===== src/sv/hlom_pkg.sv =====
package hlom_pkg;

	localparam int SINE_TABLE_DEPTH = 1024;
	localparam int ANGLE_BITS = 16;
	localparam int YAW_BITS = 16;
	localparam int PHASE_BITS = ANGLE_BITS - 2;
	localparam int IDX_BITS = $clog2(SINE_TABLE_DEPTH + 1);
	localparam int SINE_BITS = 15;
	localparam int STICK_BITS = 11;
	localparam int CFG_BITS = 16;
	localparam int SPEED_BITS = 16;
	localparam int NUM_STAGES = 10;

	localparam int AXIS_BITS = STICK_BITS + 1;
	localparam int TRIG_BITS = SINE_BITS + 1;
	localparam int PROD_BITS = AXIS_BITS + TRIG_BITS;
	localparam int VEL_BITS = PROD_BITS;
	localparam int MIX_BITS = VEL_BITS + 1;
	localparam int KPROD_BITS = MIX_BITS + 16;
	localparam int SPIN_BITS = AXIS_BITS + CFG_BITS + 1;
	localparam int SPIN_SHIFT = 14;
	localparam int SUM_BITS = KPROD_BITS + 1;
	localparam int LO_BITS = 23;
	localparam int HI_BITS = SUM_BITS - LO_BITS;
	localparam int LO_PROD_BITS = LO_BITS + CFG_BITS;
	localparam int HI_PROD_BITS = HI_BITS + CFG_BITS + 1;
	localparam int FULL_BITS = HI_PROD_BITS + LO_BITS;
	localparam int MAG_BITS = FULL_BITS - 1;
	localparam int ROUND_SHIFT = 38;
	localparam int QUOT_BITS = MAG_BITS - ROUND_SHIFT + 1;

	localparam logic signed [15:0] MIX_K_Q15 = 16'sd23170;
	localparam logic [CFG_BITS-1:0] RADIUS_RESET = 16'd12452;
	localparam logic [CFG_BITS-1:0] INV_SPACING_RESET = 16'd3413;

	localparam logic REG_WHEEL_RADIUS = 1'b0;
	localparam logic REG_INV_SPACING = 1'b1;

	localparam longint HALF_PI_Q30 = 64'sd1686629713;
	localparam longint Q30_ONE = 64'sd1073741824;
	localparam longint SINE_FULL = 64'sd32767;

	typedef struct packed {
		logic [NUM_STAGES-1:0] load;
		logic [NUM_STAGES-1:0] valid;
	} stage_ctl_t;

	typedef logic [SINE_BITS-1:0] sine_rom_t [0:SINE_TABLE_DEPTH];

	function automatic longint taylor_div(longint t, int n);
		longint r;
		unique case (n)
			1: r = t / 6;
			2: r = t / 20;
			3: r = t / 42;
			4: r = t / 72;
			5: r = t / 110;
			6: r = t / 156;
			default: r = t / 210;
		endcase
		return r;
	endfunction

	function automatic logic [SINE_BITS-1:0] quarter_sine(int k);
		longint x;
		longint x2;
		longint term;
		longint sum;
		x = (HALF_PI_Q30 * longint'(k)) / SINE_TABLE_DEPTH;
		x2 = (x * x) / Q30_ONE;
		term = x;
		sum = x;
		for (int n = 1; n <= 7; n++) begin
			term = (term * x2) / Q30_ONE;
			term = taylor_div(term, n);
			if (n % 2 == 1) begin
				sum = sum - term;
			end else begin
				sum = sum + term;
			end
		end
		if (sum < 0) begin
			sum = 0;
		end
		sum = (sum * SINE_FULL + (longint'(1) <<< 29)) >>> 30;
		if (sum > SINE_FULL) begin
			sum = SINE_FULL;
		end
		return SINE_BITS'(sum);
	endfunction

	function automatic sine_rom_t build_sine_rom();
		sine_rom_t rom;
		for (int k = 0; k <= SINE_TABLE_DEPTH; k++) begin
			rom[k] = quarter_sine(k);
		end
		return rom;
	endfunction

	localparam sine_rom_t SINE_ROM = build_sine_rom();

endpackage


===== src/sv/hlom_ctrl.sv =====
module hlom_ctrl import hlom_pkg::*; (
	input  logic       clk,
	input  logic       arst_n,
	input  logic       in_valid,
	input  logic       out_ready,
	output logic       in_ready,
	output stage_ctl_t ctl
);

	logic [NUM_STAGES-1:0] vld_q;
	logic [NUM_STAGES:0] adv;
	logic [NUM_STAGES-1:0] prev;

	always_comb begin
		adv[NUM_STAGES] = out_ready;
		for (int k = NUM_STAGES - 1; k >= 0; k--) begin
			adv[k] = !vld_q[k] || adv[k+1];
		end
	end

	assign prev = {vld_q[NUM_STAGES-2:0], in_valid};

	always_ff @(posedge clk or negedge arst_n) begin
		if (!arst_n) begin
			vld_q <= '0;
		end else begin
			for (int k = 0; k < NUM_STAGES; k++) begin
				if (adv[k]) begin
					vld_q[k] <= prev[k];
				end
			end
		end
	end

	assign in_ready = adv[0];
	assign ctl.load = adv[NUM_STAGES-1:0];
	assign ctl.valid = vld_q;

endmodule


===== config.mk =====
export PLATFORM = sky130hd
export DESIGN_NAME = hlom_ctrl
export DESIGN_NICKNAME = d
export VERILOG_FILES = /design/src/sv/hlom_pkg.sv /design/src/sv/hlom_ctrl.sv
export SDC_FILE = /design/constraint.sdc
export NUM_CORES = 1
export LEC_CHECK = 0
export BUFFER_PORTS_ARGS = -buffer_cell sky130_fd_sc_hd__buf_2
export CORE_AREA = 2 2 39 41
export DETAILED_ROUTE_END_ITERATION = 8
export DIE_AREA = 0 0 41 43
export PLACE_DENSITY = 0.72
export SLEW_MARGIN = 20
export SYNTH_ARGS = -nofsm -noshare
export SYNTH_HDL_FRONTEND = slang
export SYNTH_SLANG_ARGS = --single-unit

===== constraint.sdc =====
create_clock -name clk -period 1.85 [get_ports clk]
set_input_delay 0.4625 -clock clk [delete_from_list [all_inputs] [get_ports clk]]
set_output_delay 0.4625 -clock clk [all_outputs]
set_load 0.02 [all_outputs]

==> flow_summary.ini <==
[routing]
remaining_drc_errors = 0
drt_iter0_drc = 6
avgRoutedWirePerCell_um = 11.9
wl_um = 950
postRouteAntennaNets = 0
dr.pass1.iters = 4
vias_per_cell = 4.81
vias = 385

[clocking]
cts_max_path_buffers = 2
htreeDepth = 1
cts-root-buf = clkbuf_4
clk_latency_ns = 0.26
cts_buffers = 3
cts.sinks = 10
cts_tree = built
postCtsHoldBufs = 0
clk_pin_slew_ns = 0.06

[logic_synthesis]
syn-cell-area_um2 = 450
postSynthAreaPerCell_um2 = 12.2
ys_ff_latch = 10
yosysWarnings = 0
synth_top_cell_by_area = dfrtp_1
synthTopCellsByArea = dfrtp_1 56%, buf_6 7.5%, nand2b_1 4.2%, a31o_2 3.9%, nand3_1 3.3%
synth_top_area_frac = 0.556
synth_nets = 41
yosysSeqAreaShare = 0.556
synth_most_common_cell = dfrtp_1
synthesis.instances = 37
ys.flop_type = dfrtp_1
netlist_top_cells_count = 10 x dfrtp_1, 3 x buf_6, 3 x nand2b_1, 3 x nand3_1
synth.distinct_cells = 18
synth_edf_count = 0
async_flop_share = 1.00

[critical_path]
endpoint_kind = primary output
crit_required_ns = 1.39
cpPeakStageDelay_ns = 0.37
path_class = reg -> out
cp.arrival_ns = 1.31
crit_chain = and4b_1 > buf_12 > nand4_1 > buf_2
critPathSlowestCell = dfrtp_1
cp-start-kind = flip-flop
crit_fanout = 16
reg2reg_depth = 3

[final_layout]
nNetsFinal = 70
reg_top3 = vld_q x10
fillers = 137
area_delta_synth_final_pct = 37.2
top_register = vld_q
n_antenna_cell = 0
largest_reg_flops = 10
final_core_util = 0.447
final_layout_size_suffix_gt1_frac = 0.563

[timing]
setup_viol = 0
max_slew.worst_pin.slew_ns = 0.228
hold_slack_ns = 0.0554
slew_viol_final = 0
rsz0062_at_grt = false
finalClockSkew_ns = 0.00112
fin_ws_ns = 0.0799
maxSlewHeadroom = 0.848
max_freq_ghz = 0.565
timing.setup.tns_ns = 0
hold_viol = 0
fin_crit_sh = 0.957
fin_crit_ns = 1.77

[outcome]
status = finished, final reports clean

[power]
power_leakage_nw = 0.285
powerDensity_nw_per_um2 = 1190
ir_drop_mv = 0.482
power.total_mw = 0.733

[floorplanning]
pin_count = 25
die_h_um = 43
start_util = 0.325
core-area_um2 = 1380
die-area_um2 = 1760
die_w_um = 41
row_count = 14

[placement]
preCtsSetupSlack_ns = 0.0998
port_buffers = 24
dp_hpwl_um = 682
gp_congestion = 0.659

[global_route]
track_usage = 0.121
grt_pass1_vias = 338
grt_max_degree = 17
grt_pass1_wl_mm = 1.44
antenna_found_initial = 0
overflow = 0

[hold_path]
hold_class = in -> async

[job]
maxCapViolations = 0
-- power by group --
| group | total, mW | switching, mW | internal, mW |
|---|---|---|---|
| sequential | 0.290 | 0.0345 | 0.255 |
| clock | 0.140 | 0.0654 | 0.0747 |
| combinational | 0.303 | 0.179 | 0.125 |
| total | 0.733 | 0.279 | 0.455 |
-- path summary, 6_finish.rpt --
path / start / endpoint / slack [ns]
worst max-delay path: vld_q[8] / ctl[11] / 0.08
worst min-delay path: arst_n / vld_q[0] / 0.06
worst max register to register: vld_q[8] / vld_q[4] / 0.71
worst min register to register: vld_q[0] / vld_q[1] / 0.48
max in group asynchronous: arst_n / vld_q[5] / 1.59
min in group clk: in_valid / vld_q[0] / 0.39
-- per-layer routing --
metal	global-route usage	wire, um
met4	0.0600	0
met3	0.0471	34
met5	0	0
met2	0.172	476
met1	0.155	439
-- kinds of logic (layout without fill, tap and decap cells) --
logic type / count (synthesis) / in the layout / share of synthesized area
AO/OA/AOI/OAI: 7 / 7 / 0.139
buffers and inverters: 5 / 32 / 0.100
flip-flops: 10 / 10 / 0.556
AND/OR/NAND/NOR: 15 / 15 / 0.206
-- critical path, delay by kind of cell, from the launching register on --
family	cells	cell delay, ns
buffers and inverters	2	0.33
DFF	1	0.37
and+or+nand+nor	2	0.35
-- layout make-up --
type / instances / area [um^2] / area share
tap: 16 / 20.0 / 0.0324
timing repair buffer: 28 / 163 / 0.263
clock buffer: 3 / 22.5 / 0.0364
inverter: 1 / 3.75 / 0.00607
sequential: 10 / 251 / 0.407
multi-input combinational: 22 / 158 / 0.255
-- cell usage in the layout (no fill, tap or decap), types with 2 or more instances in the layout --
cell	count
buf_2	24
dfrtp_1	9
nand2b_1	3
nand3_1	3
clkbuf_4	3
buf_4	3
nand2_1	2
nand4_1	2
a31o_2	2
a21o_1	2
-- through the flow --
| stage | std cells | instance area [um^2] |
|---|---|---|
| floorplan | 37 | 450 |
| global placement | 75 | 577 |
| detailed placement | 75 | 577 |
| CTS | 78 | 601 |
| global route | 80 | 618 |
| finish | 80 | 618 |
-- what timing repair did --
action / in CTS / in global routing
gates resized for setup: 1 / 2
pin swaps: 0 / 1
setup buffers: 0 / 2
endpoints found under the setup margin: 1 / 3
(Power assumes the default switching activity.)
