$ cat config.mk
export PLATFORM = sky130hd
export DESIGN_NAME = hlom_lane
export DESIGN_NICKNAME = d
export VERILOG_FILES = /design/src/sv/hlom_pkg.sv /design/src/sv/hlom_lane.sv
export SDC_FILE = /design/constraint.sdc
export NUM_CORES = 2
export LEC_CHECK = 0
export BUFFER_PORTS_ARGS = -buffer_cell sky130_fd_sc_hd__buf_2
export CORE_UTILIZATION = 60
export DETAILED_ROUTE_END_ITERATION = 10
export PLACE_DENSITY = 0.81
export SYNTH_ARGS = -nofsm -noshare
export SYNTH_HDL_FRONTEND = slang
export SYNTH_SLANG_ARGS = --single-unit
$ cat constraint.sdc
create_clock -name clk -period 22.9 [get_ports clk]
set_input_delay 2.29 -clock clk [delete_from_list [all_inputs] [get_ports clk]]
set_output_delay 2.29 -clock clk [all_outputs]
set_load 0.05 [all_outputs]
$ cat src/sv/hlom_pkg.sv
package hlom_pkg;

	localparam int SINE_TABLE_DEPTH = 1024;
	localparam int ANGLE_BITS = 16;
	localparam int YAW_BITS = 16;
	localparam int PHASE_BITS = ANGLE_BITS - 2;
	localparam int IDX_BITS = $clog2(SINE_TABLE_DEPTH + 1);
	localparam int SINE_BITS = 15;
	localparam int STICK_BITS = 11;
	localparam int CFG_BITS = 16;
	localparam int SPEED_BITS = 16;
	localparam int NUM_STAGES = 10;

	localparam int AXIS_BITS = STICK_BITS + 1;
	localparam int TRIG_BITS = SINE_BITS + 1;
	localparam int PROD_BITS = AXIS_BITS + TRIG_BITS;
	localparam int VEL_BITS = PROD_BITS;
	localparam int MIX_BITS = VEL_BITS + 1;
	localparam int KPROD_BITS = MIX_BITS + 16;
	localparam int SPIN_BITS = AXIS_BITS + CFG_BITS + 1;
	localparam int SPIN_SHIFT = 14;
	localparam int SUM_BITS = KPROD_BITS + 1;
	localparam int LO_BITS = 23;
	localparam int HI_BITS = SUM_BITS - LO_BITS;
	localparam int LO_PROD_BITS = LO_BITS + CFG_BITS;
	localparam int HI_PROD_BITS = HI_BITS + CFG_BITS + 1;
	localparam int FULL_BITS = HI_PROD_BITS + LO_BITS;
	localparam int MAG_BITS = FULL_BITS - 1;
	localparam int ROUND_SHIFT = 38;
	localparam int QUOT_BITS = MAG_BITS - ROUND_SHIFT + 1;

	localparam logic signed [15:0] MIX_K_Q15 = 16'sd23170;
	localparam logic [CFG_BITS-1:0] RADIUS_RESET = 16'd12452;
	localparam logic [CFG_BITS-1:0] INV_SPACING_RESET = 16'd3413;

	localparam logic REG_WHEEL_RADIUS = 1'b0;
	localparam logic REG_INV_SPACING = 1'b1;

	localparam longint HALF_PI_Q30 = 64'sd1686629713;
	localparam longint Q30_ONE = 64'sd1073741824;
	localparam longint SINE_FULL = 64'sd32767;

	typedef struct packed {
		logic [NUM_STAGES-1:0] load;
		logic [NUM_STAGES-1:0] valid;
	} stage_ctl_t;

	typedef logic [SINE_BITS-1:0] sine_rom_t [0:SINE_TABLE_DEPTH];

	function automatic longint taylor_div(longint t, int n);
		longint r;
		unique case (n)
			1: r = t / 6;
			2: r = t / 20;
			3: r = t / 42;
			4: r = t / 72;
			5: r = t / 110;
			6: r = t / 156;
			default: r = t / 210;
		endcase
		return r;
	endfunction

	function automatic logic [SINE_BITS-1:0] quarter_sine(int k);
		longint x;
		longint x2;
		longint term;
		longint sum;
		x = (HALF_PI_Q30 * longint'(k)) / SINE_TABLE_DEPTH;
		x2 = (x * x) / Q30_ONE;
		term = x;
		sum = x;
		for (int n = 1; n <= 7; n++) begin
			term = (term * x2) / Q30_ONE;
			term = taylor_div(term, n);
			if (n % 2 == 1) begin
				sum = sum - term;
			end else begin
				sum = sum + term;
			end
		end
		if (sum < 0) begin
			sum = 0;
		end
		sum = (sum * SINE_FULL + (longint'(1) <<< 29)) >>> 30;
		if (sum > SINE_FULL) begin
			sum = SINE_FULL;
		end
		return SINE_BITS'(sum);
	endfunction

	function automatic sine_rom_t build_sine_rom();
		sine_rom_t rom;
		for (int k = 0; k <= SINE_TABLE_DEPTH; k++) begin
			rom[k] = quarter_sine(k);
		end
		return rom;
	endfunction

	localparam sine_rom_t SINE_ROM = build_sine_rom();

endpackage

$ cat src/sv/hlom_lane.sv
module hlom_lane import hlom_pkg::*; (
	input  logic                          clk,
	input  stage_ctl_t                    ctl,
	input  logic                          neg_x,
	input  logic                          neg_y,
	input  logic signed [VEL_BITS-1:0]    vx_s4,
	input  logic signed [VEL_BITS-1:0]    vy_s4,
	input  logic signed [SPIN_BITS-1:0]   spin_s4,
	input  logic [CFG_BITS-1:0]           inv_wheel_spacing,
	output logic signed [SPEED_BITS-1:0]  speed_s10
);

	localparam logic [MAG_BITS-1:0] ROUND_HALF = MAG_BITS'(1) << (ROUND_SHIFT - 1);

	logic signed [MIX_BITS-1:0] x_term, y_term, mix;
	logic signed [KPROD_BITS-1:0] kp_s5;
	logic signed [SPIN_BITS-1:0] spin_s5;
	logic signed [SUM_BITS-1:0] w_s6;
	logic [LO_PROD_BITS-1:0] lo_p_s7;
	logic signed [HI_PROD_BITS-1:0] hi_p_s7;
	logic signed [FULL_BITS-1:0] full_s8;
	logic neg_s9;
	logic [MAG_BITS-1:0] mag_s9;
	logic signed [FULL_BITS-1:0] full_abs;
	logic [MAG_BITS:0] rounded;
	logic [QUOT_BITS-1:0] quot;

	assign x_term = neg_x ? -MIX_BITS'(vx_s4) : MIX_BITS'(vx_s4);
	assign y_term = neg_y ? -MIX_BITS'(vy_s4) : MIX_BITS'(vy_s4);
	assign mix = x_term + y_term;

	always_ff @(posedge clk) begin
		if (ctl.load[4]) begin
			kp_s5 <= mix * MIX_K_Q15;
			spin_s5 <= spin_s4;
		end
	end

	always_ff @(posedge clk) begin
		if (ctl.load[5]) begin
			w_s6 <= SUM_BITS'(kp_s5) + (SUM_BITS'(spin_s5) <<< SPIN_SHIFT);
		end
	end

	always_ff @(posedge clk) begin
		if (ctl.load[6]) begin
			lo_p_s7 <= w_s6[LO_BITS-1:0] * inv_wheel_spacing;
			hi_p_s7 <= $signed(w_s6[SUM_BITS-1:LO_BITS]) * $signed({1'b0, inv_wheel_spacing});
		end
	end

	always_ff @(posedge clk) begin
		if (ctl.load[7]) begin
			full_s8 <= (FULL_BITS'(hi_p_s7) <<< LO_BITS)
				+ $signed({{(FULL_BITS-LO_PROD_BITS){1'b0}}, lo_p_s7});
		end
	end

	assign full_abs = full_s8[FULL_BITS-1] ? -full_s8 : full_s8;

	always_ff @(posedge clk) begin
		if (ctl.load[8]) begin
			neg_s9 <= full_s8[FULL_BITS-1];
			mag_s9 <= full_abs[MAG_BITS-1:0];
		end
	end

	assign rounded = {1'b0, mag_s9} + {1'b0, ROUND_HALF};
	assign quot = rounded[MAG_BITS:ROUND_SHIFT];

	always_ff @(posedge clk) begin
		if (ctl.load[9]) begin
			priority if (!neg_s9 && quot > QUOT_BITS'(32767)) begin
				speed_s10 <= 16'sh7FFF;
			end else if (neg_s9 && quot > QUOT_BITS'(32768)) begin
				speed_s10 <= -16'sh8000;
			end else if (neg_s9) begin
				speed_s10 <= -SPEED_BITS'(quot);
			end else begin
				speed_s10 <= SPEED_BITS'(quot);
			end
		end
	end

endmodule

==> run_results.csv <==
group,metric,value,unit
outcome,outcome,"finished, final reports clean",
clock_network,clk_transition_reported_paths,0.06,ns
logic_synthesis,ys_seq_elements,300,
critical_path,path_max_fanout,5,
clock_network,clockBufferDepth,3,
logic_synthesis,seq_area_frac_synth,19.3,%
logic_synthesis,netlist_top_cells_area,"fa_1 32%, edfxtp_1 19%, ha_1 13%, inv_1 7.3%, nand2_1 4.7%",
clock_network,numClockSinks,300,
global_routing,grt_pass1_vias,34900,
floorplanning,placementRows,102,
sta,min_period_over_period,49.7,%
floorplanning,die_area,79100,um2
drt,drcViolationCount,0,
finish,post_route_cells_drive_above_1_share,4.83,%
finish,multi_input_area,33800,um2
drt,drt_iter0_markers,2282,
critical_path,crit_path_launch_type,"primary input",
critical_path,critical-path-slowest-cell,"fa_1",
logic_synthesis,post_synth_num_cell_types,82,
clock_network,tritoncts.num_buffers,34,
clock_network,cts_tree,"built",
logic_synthesis,yosysTopAreaCell,"fa_1",
finish,fillerInstances,6114,
worst_hold_path,hold_wc_startpoint,"lo_p_s7[11]$_DFFE_PP_",
finish,regArea,9010,um2
logic_synthesis,synthesis.area_per_instance,9.89,um2
sta,final_number_of_max_transition_violations,0,
sta,period_minus_slack,11.38,ns
critical_path,cp_slowest_stage_delay,0.56,ns
global_routing,grt_max_degree,79,
logic_synthesis,synth_nets,6097,
floorplanning,start_util,60.5,%
logic_synthesis,syn_area,46800,um2
critical_path,critPathArrivalTime,11.68,ns
critical_path,critPathCaptureType,"flop",
critical_path,crit_type,"in -> reg",
drt,post_detailed_route_count_of_antenna_violating_nets,0,
critical_path,r2r_start,"w_s6[32]$_DFFE_PP_",
critical_path,crit_required,23.19,ns
clock_network,cts_setup_buffers,0,
sta,fin_worst_skew,0.0208,ns
worst_hold_path,hp-class,"reg -> reg",
drt,postRouteWirelength,101,mm
sta,worst_slack,11.52,ns
sta,hold_violations,0,
clock_network,clockRootBuffer,"clkbuf_16",
finish,layout_commonest_cell,"inv_1",
finish,layout.nets,6127,
floorplanning,die_height,281,um
sta,rsz_0062_raised_after_global_routing,"false",
finish,mostFrequentLayoutCells,"904 x inv_1, 756 x fa_1, 585 x nand2_1",
sta,timing.hold.ws,0.415,ns
place,gp_congestion,0.902,
sta,setup_viol,0,
floorplanning,floorplan.die.width,281,um
job,max_cap_viol_count,0,
global_routing,grt_antenna_before_repair,4,
clock_network,cts_repair_resize_count,0,
logic_synthesis,ys_async_sr_fraction,0,%
drt,vias_per_cell,5.68,
sta,slew_headroom,31.0,%
drt,firstDrtPassIters,5,
logic_synthesis,synthCells,4731,
global_routing,gr-usage-all-layers,26.9,%
critical_path,cp.buffers_inverters,3,
finish,area_growth_syn_to_layout,5.48,%
place,dp_slack,11.05,ns
floorplanning,floorplan.io_pins,140,
place,detailed_place_hpwl,78.4,mm
drt,via_count,33100,
place,port_bufs,125,
critical_path,critical_path.startpoint,"vy_s4[2]",
global_routing,wire_length_of_the_first_global_routing_pass,170,mm
drt,wl_per_cell,17.3,um
clock_network,cts_stage_hold_buffer_count,0,
sta,max_freq,87.9,MHz
sta,totalNegativeSetupSlack,0,ns
logic_synthesis,ys.flop_type,"edfxtp_1",
logic_synthesis,synth.yosys.warnings,0,
clock_network,worst_skew_pair.late_latency,0.56,ns
global_routing,overflow,0,
floorplanning,floorplan.core_area,77300,um2
clock_network,htree_num_levels,2,
logic_synthesis,synth_edf_count,300,
critical_path,cp_top_family,"adder cells",
sta,tightestPinTransition,1.04,ns
logic_synthesis,yosysTopAreaCellShare,32.3,%
-- metrics by stage --
step | util [%] | instance area [um2] | cells
after detailed placement | 62.4 | 48300 | 5765
after CTS | 63.8 | 49400 | 5825
after global routing | 63.8 | 49400 | 5825
final | 63.8 | 49400 | 5826
after global placement | 62.4 | 48300 | 5765
after floorplan | - | 46800 | 4731
-- flip-flops by register name, indices dropped and copies added, names as in the netlist --
name	cells
w_s6	45
neg_s9	1
kp_s5	44
spin_s5	29
hi_p_s7	40
mag_s9	25
lo_p_s7	38
speed_s10	16
full_s8	62
-- routing by layer --
layer | track usage, % | vias up | routed length (um) | part of all wire [%]
li1 | - | 15200 | - | -
met1 | 34.7 | 16300 | 40500 | 40
met2 | 46.9 | 1291 | 49800 | 49
met3 | 3.87 | 210 | 7820 | 7.7
met4 | 7.80 | 8 | 2840 | 2.8
met5 | 0 | - | 46 | 0.046
-- synthesized netlist by cell type, types with 4 or more instances --
library cell and n:
inv_1 904, fa_1 756, nand2_1 585, ha_1 486, edfxtp_1 300, and2_1 267
xnor2_1 223, a21oi_1 147, clkbuf_1 143, nor2_1 115, o21ai_0 114, a21o_1 67
xor2_1 66, nand3_1 53, nor3_1 41, o21a_1 35, and3_1 31, nand2b_1 28
o31ai_1 28, a211oi_1 27, nand4_1 25, o21bai_1 24, nor4_1 22, or3_1 22
nor2b_1 19, o211ai_1 19, a31oi_1 18, o41ai_1 12, or4_1 12, and4_1 11
a211o_1 9, a311oi_1 8, o31a_1 8, or2_2 8, a21boi_0 6, o221ai_2 6
a31o_2 5, a2111oi_0 4, mux2i_1 4
-- area by class of cell --
type | count | share of cell area (%)
multi-input cells | 3377 | 68.5
flip-flops and latches | 300 | 18.3
inverters | 904 | 6.88
clock inverters | 19 | 0.355
well taps | 1040 | 2.64
clock buffers | 41 | 1.82
diodes | 1 | 0.00507
repair buffers | 144 | 1.57
-- path summary, 6_finish.rpt --
path / end / slack [ns] / cells past startpoint
max: kp_s5[44]$_DFFE_PP_ / 11.52 / 33
min: full_s8[11]$_DFFE_PP_ / 0.41 / 0
min reg2reg: full_s8[11]$_DFFE_PP_ / 0.41 / 0
max reg2reg: hi_p_s7[39]$_DFFE_PP_ / 15.13 / 22
-- kinds of logic after synthesis --
group	synth area share (%)
and+or+nand+nor	13.1
adders and majority gates	45.3
buffers and inverters	8.52
AOI/OAI and AO/OA	8.16
DFF	19.3
xor gates and xnor gates	5.48
muxes	0.110
Power is not shown: default switching activity piles up to over one toggle a cycle in this logic, so the estimate is an artifact.
